File: config.mk
export PLATFORM = sky130hd
export DESIGN_NAME = postfix_stack_evaluator_flat
export DESIGN_NICKNAME = d
export VERILOG_FILES = /design/src/sv/pse_pkg.sv /design/src/sv/pse_token_if.sv /design/src/sv/pse_result_if.sv /design/src/sv/pse_ram.sv /design/src/sv/pse_ctrl.sv /design/src/sv/pse_datapath.sv /design/src/sv/postfix_stack_evaluator.sv /design/src/flat_wrapper.sv
export SDC_FILE = /design/constraint.sdc
export NUM_CORES = 2
export LEC_CHECK = 0
export ABC_AREA = 1
export CORE_AREA = 2 2 496 498
export CTS_CLUSTER_SIZE = 28
export DETAILED_ROUTE_END_ITERATION = 10
export DIE_AREA = 0 0 498 500
export DONT_BUFFER_PORTS = 1
export GPL_TIMING_DRIVEN = 0
export PLACE_DENSITY_LB_ADDON = 0.15
export SYNTH_ARGS = -nofsm -noshare
export SYNTH_HDL_FRONTEND = slang
export SYNTH_HIERARCHICAL = 1
export SYNTH_SLANG_ARGS = --single-unit
File: constraint.sdc
create_clock -name clk -period 16.6 [get_ports clk]
set_input_delay 0.83 -clock clk [delete_from_list [all_inputs] [get_ports clk]]
set_output_delay 0.83 -clock clk [all_outputs]
set_load 0.02 [all_outputs]
File: src/sv/pse_pkg.sv
package pse_pkg;

  localparam int STACK_DEPTH = 16;
  localparam int WORD_WIDTH  = 32;
  localparam int OP_W        = 3;
  localparam int VALUE_W     = 32;
  localparam int RESULT_W    = 32;
  localparam int STATUS_W    = 3;
  localparam int CNT_W       = $clog2(STACK_DEPTH + 1);
  localparam int IDX_W       = $clog2(STACK_DEPTH);
  localparam int DIV_CNT_W   = $clog2(WORD_WIDTH);

  typedef logic [WORD_WIDTH-1:0] word_t;
  typedef logic [CNT_W-1:0]      count_t;
  typedef logic [IDX_W-1:0]      idx_t;
  typedef logic [DIV_CNT_W-1:0]  div_cnt_t;

  typedef enum logic [OP_W-1:0] {
    OP_LIT = 3'd0,
    OP_ADD = 3'd1,
    OP_SUB = 3'd2,
    OP_MUL = 3'd3,
    OP_DIV = 3'd4,
    OP_END = 3'd5
  } op_t;

  typedef enum logic [STATUS_W-1:0] {
    ST_OK    = 3'd0,
    ST_DIV0  = 3'd1,
    ST_LEFT  = 3'd2,
    ST_UNDER = 3'd3,
    ST_OVER  = 3'd4,
    ST_EMPTY = 3'd5
  } status_t;

  typedef enum logic [2:0] {
    S_IDLE,
    S_READ,
    S_DIV,
    S_DFIN,
    S_EMIT
  } state_t;

  typedef struct packed {
    logic    push;
    logic    op_load;
    logic    alu_write;
    logic    pop_left;
    logic    div_start;
    logic    div_step;
    logic    div_finish;
    logic    pend_load;
    status_t pend_status;
    logic    pend_use_tos;
    logic    clear;
    logic    out_load;
  } cmd_t;

  typedef struct packed {
    logic   count_zero;
    logic   count_one;
    logic   count_lt2;
    logic   count_full;
    logic   tos_zero;
    logic   div_done;
    op_t    op_q;
    count_t count;
  } stat_t;

endpackage

File: src/sv/pse_token_if.sv
interface pse_token_if;
  logic                               valid;
  logic                               ready;
  logic        [pse_pkg::OP_W-1:0]    op;
  logic signed [pse_pkg::VALUE_W-1:0] value;

  modport source (output valid, output op, output value, input ready);
  modport sink (input valid, input op, input value, output ready);
endinterface

File: src/sv/pse_result_if.sv
interface pse_result_if;
  logic                                valid;
  logic                                ready;
  logic signed [pse_pkg::RESULT_W-1:0] result;
  logic        [pse_pkg::STATUS_W-1:0] status;

  modport source (output valid, output result, output status, input ready);
  modport sink (input valid, input result, input status, output ready);
endinterface

File: src/sv/pse_ram.sv
module pse_ram #(
  parameter int WIDTH = 32,
  parameter int DEPTH = 16
) (
  input  logic                     clk,
  input  logic                     wr_en,
  input  logic [$clog2(DEPTH)-1:0] wr_addr,
  input  logic [WIDTH-1:0]         wr_data,
  input  logic [$clog2(DEPTH)-1:0] rd_addr,
  output logic [WIDTH-1:0]         rd_data
);

  logic [WIDTH-1:0] mem [DEPTH];

  always_ff @(posedge clk) begin
    if (wr_en) begin
      mem[wr_addr] <= wr_data;
    end
    rd_data <= mem[rd_addr];
  end

endmodule

File: src/sv/pse_ctrl.sv
module pse_ctrl (
  input  logic                      clk,
  input  logic                      rst,
  input  logic                      tok_valid,
  input  logic [pse_pkg::OP_W-1:0]  tok_op,
  output logic                      tok_ready,
  output logic                      res_valid,
  input  logic                      res_ready,
  input  pse_pkg::stat_t            st,
  output pse_pkg::cmd_t             cmd
);

  pse_pkg::state_t state, state_next;
  logic            res_valid_next;

  always_ff @(posedge clk) begin
    if (rst) begin
      state     <= pse_pkg::S_IDLE;
      res_valid <= 1'b0;
    end else begin
      state     <= state_next;
      res_valid <= res_valid_next;
    end
  end

  always_comb begin
    state_next      = state;
    cmd             = '0;
    cmd.pend_status = pse_pkg::ST_OK;
    tok_ready       = 1'b0;
    res_valid_next  = res_valid && !res_ready;
    unique case (state)
      pse_pkg::S_IDLE: begin
        tok_ready = 1'b1;
        if (tok_valid) begin
          case (tok_op) inside
            pse_pkg::OP_LIT: begin
              if (st.count_full) begin
                cmd.pend_load   = 1'b1;
                cmd.pend_status = pse_pkg::ST_OVER;
                state_next      = pse_pkg::S_EMIT;
              end else begin
                cmd.push = 1'b1;
              end
            end
            pse_pkg::OP_ADD, pse_pkg::OP_SUB, pse_pkg::OP_MUL, pse_pkg::OP_DIV: begin
              if (st.count_lt2) begin
                cmd.pend_load   = 1'b1;
                cmd.pend_status = pse_pkg::ST_UNDER;
                state_next      = pse_pkg::S_EMIT;
              end else begin
                cmd.op_load = 1'b1;
                state_next  = pse_pkg::S_READ;
              end
            end
            pse_pkg::OP_END: begin
              cmd.pend_load = 1'b1;
              cmd.clear     = 1'b1;
              if (st.count_zero) begin
                cmd.pend_status = pse_pkg::ST_EMPTY;
              end else begin
                cmd.pend_use_tos = 1'b1;
                cmd.pend_status  = pse_pkg::status_t'(st.count_one ? pse_pkg::ST_OK
                                                                   : pse_pkg::ST_LEFT);
              end
              state_next = pse_pkg::S_EMIT;
            end
            default: ;
          endcase
        end
      end
      pse_pkg::S_READ: begin
        if (st.op_q == pse_pkg::OP_DIV) begin
          if (st.tos_zero) begin
            cmd.pop_left    = 1'b1;
            cmd.pend_load   = 1'b1;
            cmd.pend_status = pse_pkg::ST_DIV0;
            state_next      = pse_pkg::S_EMIT;
          end else begin
            cmd.div_start = 1'b1;
            state_next    = pse_pkg::S_DIV;
          end
        end else begin
          cmd.alu_write = 1'b1;
          state_next    = pse_pkg::S_IDLE;
        end
      end
      pse_pkg::S_DIV: begin
        cmd.div_step = 1'b1;
        if (st.div_done) begin
          state_next = pse_pkg::S_DFIN;
        end
      end
      pse_pkg::S_DFIN: begin
        cmd.div_finish = 1'b1;
        state_next     = pse_pkg::S_IDLE;
      end
      pse_pkg::S_EMIT: begin
        if (!res_valid || res_ready) begin
          cmd.out_load   = 1'b1;
          res_valid_next = 1'b1;
          state_next     = pse_pkg::S_IDLE;
        end
      end
      default: state_next = pse_pkg::S_IDLE;
    endcase
  end

endmodule

File: src/sv/pse_datapath.sv
module pse_datapath (
  input  logic                               clk,
  input  logic                               rst,
  input  logic        [pse_pkg::OP_W-1:0]    tok_op,
  input  logic signed [pse_pkg::VALUE_W-1:0] tok_value,
  input  pse_pkg::cmd_t                      cmd,
  output pse_pkg::stat_t                     st,
  output logic signed [pse_pkg::RESULT_W-1:0] res_result,
  output logic        [pse_pkg::STATUS_W-1:0] res_status
);

  localparam int W = pse_pkg::WORD_WIDTH;

  pse_pkg::word_t    tos;
  pse_pkg::count_t   count;
  pse_pkg::op_t      op_q;
  pse_pkg::word_t    div_rem;
  pse_pkg::word_t    div_quo;
  pse_pkg::word_t    div_dvs;
  logic              div_neg;
  pse_pkg::div_cnt_t div_cnt;
  pse_pkg::word_t    pend_result;
  pse_pkg::status_t  pend_status;

  pse_pkg::word_t    rd_data;
  pse_pkg::word_t    alu;
  pse_pkg::count_t   count_m1;
  pse_pkg::count_t   count_m2;
  logic [W:0]        rem_sh;
  logic [W:0]        rem_diff;
  logic              rem_ge;

  assign count_m1 = count - pse_pkg::CNT_W'(1);
  assign count_m2 = count - pse_pkg::CNT_W'(2);

  pse_ram #(
    .WIDTH (W),
    .DEPTH (pse_pkg::STACK_DEPTH)
  ) u_stack (
    .clk     (clk),
    .wr_en   (cmd.push && (count != '0)),
    .wr_addr (count_m1[pse_pkg::IDX_W-1:0]),
    .wr_data (tos),
    .rd_addr (count_m2[pse_pkg::IDX_W-1:0]),
    .rd_data (rd_data)
  );

  always_comb begin
    case (op_q)
      pse_pkg::OP_SUB: alu = rd_data - tos;
      pse_pkg::OP_MUL: alu = W'(rd_data * tos);
      default:         alu = rd_data + tos;
    endcase
  end

  assign rem_sh   = {div_rem, div_quo[W-1]};
  assign rem_diff = rem_sh - {1'b0, div_dvs};
  assign rem_ge   = !rem_diff[W];

  always_ff @(posedge clk) begin
    if (rst) begin
      count <= '0;
    end else if (cmd.clear) begin
      count <= '0;
    end else if (cmd.push) begin
      count <= count + pse_pkg::CNT_W'(1);
    end else if (cmd.alu_write || cmd.pop_left || cmd.div_start) begin
      count <= count_m1;
    end
  end

  always_ff @(posedge clk) begin
    if (cmd.push) begin
      tos <= W'(tok_value);
    end else if (cmd.alu_write) begin
      tos <= alu;
    end else if (cmd.pop_left) begin
      tos <= rd_data;
    end else if (cmd.div_finish) begin
      tos <= div_neg ? (W'(0) - div_quo) : div_quo;
    end
    if (cmd.op_load) begin
      op_q <= pse_pkg::op_t'(tok_op);
    end
    if (cmd.div_start) begin
      div_neg <= rd_data[W-1] ^ tos[W-1];
      div_quo <= rd_data[W-1] ? (W'(0) - rd_data) : rd_data;
      div_dvs <= tos[W-1] ? (W'(0) - tos) : tos;
      div_rem <= '0;
      div_cnt <= '0;
    end else if (cmd.div_step) begin
      div_rem <= rem_ge ? rem_diff[W-1:0] : rem_sh[W-1:0];
      div_quo <= {div_quo[W-2:0], rem_ge};
      div_cnt <= div_cnt + pse_pkg::DIV_CNT_W'(1);
    end
    if (cmd.pend_load) begin
      pend_result <= cmd.pend_use_tos ? tos : '0;
      pend_status <= cmd.pend_status;
    end
    if (cmd.out_load) begin
      res_result <= pse_pkg::RESULT_W'(pend_result);
      res_status <= pend_status;
    end
  end

  assign st.count_zero = (count == '0);
  assign st.count_one  = (count == pse_pkg::CNT_W'(1));
  assign st.count_lt2  = (count < pse_pkg::CNT_W'(2));
  assign st.count_full = (count == pse_pkg::CNT_W'(pse_pkg::STACK_DEPTH));
  assign st.tos_zero   = (tos == '0);
  assign st.div_done   = (div_cnt == pse_pkg::DIV_CNT_W'(W - 1));
  assign st.op_q       = op_q;
  assign st.count      = count;

endmodule

File: src/sv/postfix_stack_evaluator.sv
// Postfix token evaluator on a 16-word stack of 32-bit values; the top value sits in a
// register and the words beneath it in a small RAM with a registered read. Items are
// handled one at a time. A literal is pushed on accept; add, subtract and multiply go
// through accept, then stack read and write back, and a divide through accept, stack read,
// the restoring divider that retires one quotient bit per cycle, and a finish step.
// Underflow, overflow and end tokens go from accept to S_EMIT, which loads the result
// register; divide by zero passes through S_READ first. Either is later while an earlier
// result still waits to be taken. Op codes 6 and 7 are dropped on accept.
module postfix_stack_evaluator (
  input  logic           clk,
  input  logic           rst,
  pse_token_if.sink      tok,
  pse_result_if.source   res
);

  pse_pkg::cmd_t  cmd;
  pse_pkg::stat_t st;

  pse_ctrl u_ctrl (
    .clk       (clk),
    .rst       (rst),
    .tok_valid (tok.valid),
    .tok_op    (tok.op),
    .tok_ready (tok.ready),
    .res_valid (res.valid),
    .res_ready (res.ready),
    .st        (st),
    .cmd       (cmd)
  );

  pse_datapath u_datapath (
    .clk        (clk),
    .rst        (rst),
    .tok_op     (tok.op),
    .tok_value  (tok.value),
    .cmd        (cmd),
    .st         (st),
    .res_result (res.result),
    .res_status (res.status)
  );

  a_end_clears: assert property (@(posedge clk) disable iff (rst)
    (tok.valid && tok.ready && tok.op == pse_pkg::OP_END) |=> st.count_zero)
    else $error("stack not emptied after end item");

  a_push_count: assert property (@(posedge clk) disable iff (rst)
    (tok.valid && tok.ready && tok.op == pse_pkg::OP_LIT && !st.count_full)
      |=> st.count == $past(st.count) + pse_pkg::CNT_W'(1))
    else $error("literal item did not grow the stack");

  a_count_bound: assert property (@(posedge clk) disable iff (rst)
    st.count <= pse_pkg::CNT_W'(pse_pkg::STACK_DEPTH))
    else $error("stack count beyond depth");

  a_error_zero: assert property (@(posedge clk) disable iff (rst)
    (res.valid && res.status != pse_pkg::ST_OK && res.status != pse_pkg::ST_LEFT)
      |-> res.result == '0)
    else $error("nonzero result with error status");

endmodule

File: src/flat_wrapper.sv
// flat-port wrapper written by rule: the top's interface ports become plain ports
module postfix_stack_evaluator_flat 
  (clk, rst, tok_valid, tok_op, tok_value, tok_ready, res_valid, res_result, res_status, res_ready);
  pse_token_if tok_i ();
  pse_result_if res_i ();
  input  logic clk;
  input  logic rst;
  input wire logic [$bits(tok_i.valid)-1:0] tok_valid;
  input wire logic [$bits(tok_i.op)-1:0] tok_op;
  input wire logic [$bits(tok_i.value)-1:0] tok_value;
  output wire logic [$bits(tok_i.ready)-1:0] tok_ready;
  output wire logic [$bits(res_i.valid)-1:0] res_valid;
  output wire logic [$bits(res_i.result)-1:0] res_result;
  output wire logic [$bits(res_i.status)-1:0] res_status;
  input wire logic [$bits(res_i.ready)-1:0] res_ready;
  assign tok_i.valid = tok_valid;
  assign tok_i.op = tok_op;
  assign tok_i.value = tok_value;
  assign tok_ready = tok_i.ready;
  assign res_valid = res_i.valid;
  assign res_result = res_i.result;
  assign res_status = res_i.status;
  assign res_i.ready = res_ready;
  postfix_stack_evaluator u_core (.clk(clk), .rst(rst), .tok(tok_i), .res(res_i));
endmodule
### After elaboration in Yosys (flattened, before gate mapping)

Memories as Yosys holds them, arrays and structs flattened. A register that Yosys moved wholly into a read port is not among the register bits.
Cells that the tools add are included.

| operators by class | value |
|---|---|
| bitwise operators | 1 |
| $mul | 1 |
| mux-type cells | 61 |
| order comparisons | 1 |
| $add $sub $neg | 10 |
| eq/ne operators | 20 |
| reductions and logical operators | 19 |

Operators by type and width:

| cell | count |
|---|---|
| 32-bit two-way mux | 9 |
| 1-bit by 32-bit subtractor with 32-bit output, first input constant | 3 |
| 32-bit one-hot mux with 2 select lines | 1 |
| 3-bit two-way mux | 12 |
| 33-bit by 32-bit subtractor with 33-bit output | 1 |
| 32-bit adder | 1 |
| 32-bit logical NOT | 1 |
| 32-bit by 32-bit multiplier with 32-bit output | 1 |
| 32-bit subtractor | 1 |
| 31-bit two-way mux | 1 |
| 4-bit two-way mux | 7 |
| 3-bit by 2-bit equality test with 1-bit output, second input constant | 6 |
| 1-bit two-way mux | 18 |
| 2-bit two-way mux | 8 |
| 3-bit equality test, second input constant | 4 |
| 3-bit one-hot mux with 4 select lines | 1 |
| 5-bit by 1-bit adder with 5-bit output, second input constant | 2 |
| 5-bit equality test, second input constant | 2 |
| 5-bit two-way mux | 2 |
| 4-bit one-hot mux with 2 select lines | 1 |
| 3-bit by 1-bit equality test with 1-bit output, second input constant | 2 |
| 3-bit logical NOT | 2 |
| 6-bit two-way mux | 1 |
| 5-bit by 1-bit equality test with 1-bit output, second input constant | 1 |
| 18 further kinds | 25 |

| word-level totals | value |
|---|---|
| RAM bits | 512 |
| bits of input ports | 39 |
| output and inout port bits | 37 |
| bits in registers | 216 |
| logic and storage cells | 129 |
| memories | 1 |

Memories:

| name | words | width | read ports | clocked after memory_dff | wr ports | line | source |
|---|---|---|---|---|---|---|---|
| u_core.u_datapath.u_stack.mem | 16 | 32 | 1 | 1 | 1 | pse_ram.sv:13 | `logic [WIDTH-1:0] mem [DEPTH];` |

### Depth between registers and ports, before layout

| depth | value |
|---|---|
| word-level depth | 9 |
| mapped depth | 37 |
| gate-level depth less buffers | 35 |

### Modules after synthesis

The synthesis kept the hierarchy.

By module, submodules not included:

| module | times used | cells each | area each (µm²) | sequential area each (µm²) |
|---|---|---|---|---|
| pse_datapath | 1 | 4470 | 32512.4 | 5945.7 |
| pse_ram | 1 | 2120 | 22730.6 | 16015.4 |
| pse_ctrl | 1 | 75 | 457.9 | 80.1 |

### Worst setup path after synthesis

OpenSTA, ideal clock, no wires.

| timing | value |
|---|---|
| path type | register to register |
| start | reg u_core.u_datapath.tos[6] |
| end | reg u_core.u_datapath.tos[26] (data pin) |
| path slack | 9.330 ns |
| buffers on the path | 3 |
| library setup time | 0.252 ns |
| stages on the path, launching flop included | 30 |
| period minus slack after synthesis | 7.270 ns |
| arrival | 7.018 ns |
| data required time | 16.348 ns |
| cell sequence | edfxtp_1 > clkbuf_1 > clkbuf_1 > clkbuf_1 > nand2_1 > inv_1 > fa_1 > fa_1 > fa_1 > inv_1 > fa_1 > inv_1 > fa_1 > inv_1 > fa_1 > inv_1 > fa_1 > fa_1 > ha_1 > nand4_1 > nor2_1 > nand4_1 > nand3_1 > a21o_1 > a21oi_1 > or2_2 > nand3_1 > nand3_1 > nand2_1 > nand2_1 |

| on the way | value |
|---|---|
| word-level cells in the longest chain between the ends | 7 |
| elaborated cells between the ends (all ways) | 11 |
| classes of those cells | 2 x add/sub; 1 x mul; 7 x mux; 1 x reduce/logical |

Ends and longest elaborated chain:

| item | line | source |
|---|---|---|
| start, declared | pse_datapath.sv:14 | `pse_pkg::word_t tos;` |
| start signal, assigned | pse_datapath.sv:74 | `tos <= W'(tok_value);` |
| start signal, assigned | pse_datapath.sv:76 | `tos <= alu;` |
| start signal, assigned | pse_datapath.sv:78 | `tos <= rd_data;` |
| parallel branches: the longest is 5 deep, another holds 32-bit by 32-bit multiplier with 32-bit output | - |  |
| 32-bit two-way mux (*) | pse_datapath.sv:75 | `end else if (cmd.alu_write) begin` |
| 32-bit two-way mux (*) | pse_datapath.sv:73 | `if (cmd.push) begin` |

Every way passes the cells marked *.
A chain may end at the register's enable or synchronous reset.

### Final worst setup path

| timing | value |
|---|---|
| start | reg u_core.u_datapath.tos[6] |
| end | reg u_core.u_datapath.tos[27] (data pin) |

The elaborated chain is that of the path after synthesis.

==> impl_metrics.yaml <==
logic_synthesis:
  synth_warnings: 6
  syn-num-nets: 7312
  postSynthAreaPerCell_um2: 8.36
  synth_cells: 6664
  syn_area_um2: 55700
sta:
  finalSetupTns_ps: 0
  finalCritPeriodShare_pct: 61.4
  slew_headroom_pct: -2.58
  slew_viol_final: 11
  fin_skew_ps: 74.3
  rsz0062_at_grt: "false"
  hold_viol: 0
  period_needed_ps: 10190
  fmax_mhz: 98.1
  worstMarginPinSlew_ps: 1540
  finalSetupViolCount: 0
run:
  drv_cap: 1
worst_setup_path:
  cpLargestDelayFamily: "adder cells"
  cp.required_ps: 17160
  slowest_stage: "edfxtp_1"
  crit_path_start_kind: "register"
  r2r_cells: 26
  critPathBufInv: 6
  cp_max_fo: 17
  crit_path_frequent_cell: "fa_1"
  critPathMaxStageDelay_ps: 1090
  crit_arrival_ps: 10750
  worstSetupPathType: "reg -> reg"
  critPathCaptureType: "register"
  rrSetupSlack_ps: 6410
  r2r-start: "u_core/u_datapath/tos[6]"
  r2r-end: "u_core/u_datapath/tos[27]"
placed_design:
  place_congestion: 0.925
  io_buffers: 0
  dp_hpwl_mm: 185
  placedCellCount: 9911
clock_tree:
  cts_root_buffer: "clkbuf_16"
  ctsResizeCount: 0
  clk_pin_slew_ps: 60
  cts_setup_buffers: 0
  numCtsBuffers: 93
  clock_latency_ps: 760
  htreeDepth: 3
  cts_tree: "yes"
  cts_hold_buf: 0
  numClockSinks: 760
  cts_buffer_depth: 3
worst_hold_path:
  min_path_type: "in -> reg"
  hold_path_end: "u_core/u_ctrl/state[0]"
  min_from: "rst"
  whs_path_depth: 1
route:
  drc: 0
  ant_nets: 0
  dr.pass1.iters: 6
  dr_total_vias: 44963
  viasPerCell: 4.46
  routedWlPerCell_um: 23.5
  drtIter0Drc: 4008
  routed_wl_mm: 237
final_layout:
  n_fill_cell: 26500
  drive_gt1_share_pct: 5.04
  final_cells: 10092
  layout.nets: 7435
  synthToLayoutAreaGrowth_pct: 13.9
run_status:
  status: "finished with violations"
  failed_checks: "capacitance limit, slew limit"
grt:
  antenna_found_initial: 40
  grt_pass1_wl_mm: 335
  grt-ovfl-total: 0
  grt_usage_pct: 18.8
  grt_pass1_vias: 44233
  grt_max_degree: 32
die:
  pin_count: 76
  die_width_um: 498
  design.die.area_um2: 249000
  die_h_um: 500
  core_area_um2: 244000
  fp-row-count: 182
  initial_core_util_pct: 22.8
[flip-flops by register name, indices dropped and copies added (netlist names), 32 cells and up]
register	cells
u_core/u_datapath/div_dvs	32
u_core/u_datapath/div_quo	32
u_core/u_datapath/u_stack/rd_data	32
u_core/u_datapath/div_rem	32
u_core/u_datapath/tos	32
u_core/u_datapath/res_result	32
u_core/u_datapath/pend_result	32
u_core/u_datapath/u_stack/mem	512
[cells in the final DEF, fill, tap and decap left out, types with 94 or more instances in the layout]
| master | count |
|---|---|
| o21ai_0 | 212 |
| nand2_1 | 1947 |
| nand3_1 | 570 |
| edfxtp_1 | 682 |
| clkbuf_1 | 173 |
| ha_1 | 199 |
| clkbuf_16 | 94 |
| fa_1 | 410 |
| inv_1 | 1435 |
| nor2_1 | 213 |
| a21oi_1 | 185 |
[final cells by class]
type / count / area, um^2 / share of cell area [%]
Clock buffer: 109 / 2430 / 3.83
Antenna cell: 9 / 22.5 / 0.0355
Tap cell: 3220 / 4030 / 6.35
Buffer: 317 / 1560 / 2.47
Multi-Input combinational cell: 4137 / 26800 / 42.3
Sequential cell: 760 / 22000 / 34.8
Timing Repair Buffer: 28 / 520 / 0.821
Clock inverter: 62 / 562 / 0.886
Inverter: 1450 / 5450 / 8.59
[metrics by stage]
stage | setup slack [ps] | utilization (%) | area (um^2) | hold slack [ps]
4_1_cts | 6350 | 25.9 | 63400 | 81.6
3_3_place_gp | 6470 | 24.4 | 59700 | 404
6_report | 6410 | 26.0 | 63400 | 174
5_1_grt | 6030 | 25.9 | 63400 | 121
2_1_floorplan | 9330 | - | 55700 | 400
3_5_place_dp | 6430 | 24.7 | 60400 | 407
[worst max-delay path by stage]
stage                                   from  cells after the start  slack (ps)                         to
floorplan           u_core/u_datapath/tos[6]                     29        9330  u_core/u_datapath/tos[26]
global placement    u_core/u_datapath/tos[6]                     28        6470  u_core/u_datapath/tos[27]
detailed placement  u_core/u_datapath/tos[6]                     28        6430  u_core/u_datapath/tos[27]
CTS                 u_core/u_datapath/tos[6]                     28        6350  u_core/u_datapath/tos[27]
global route        u_core/u_datapath/tos[6]                     28        6030  u_core/u_datapath/tos[27]
finish              u_core/u_datapath/tos[6]                     26        6410  u_core/u_datapath/tos[27]
[layer usage]
layer	track usage (%)	part of all wire, %	vias to the layer above
met5	0	0.062	-
met4	4.99	2.7	26
met3	2.99	5.9	255
met2	29.5	44	1308
met1	26.7	47	22461
li1	-	-	20913
Power is left out: the tool's default activity adds up to more than one toggle a clock period on the data nets, which glitch-free logic cannot reach.
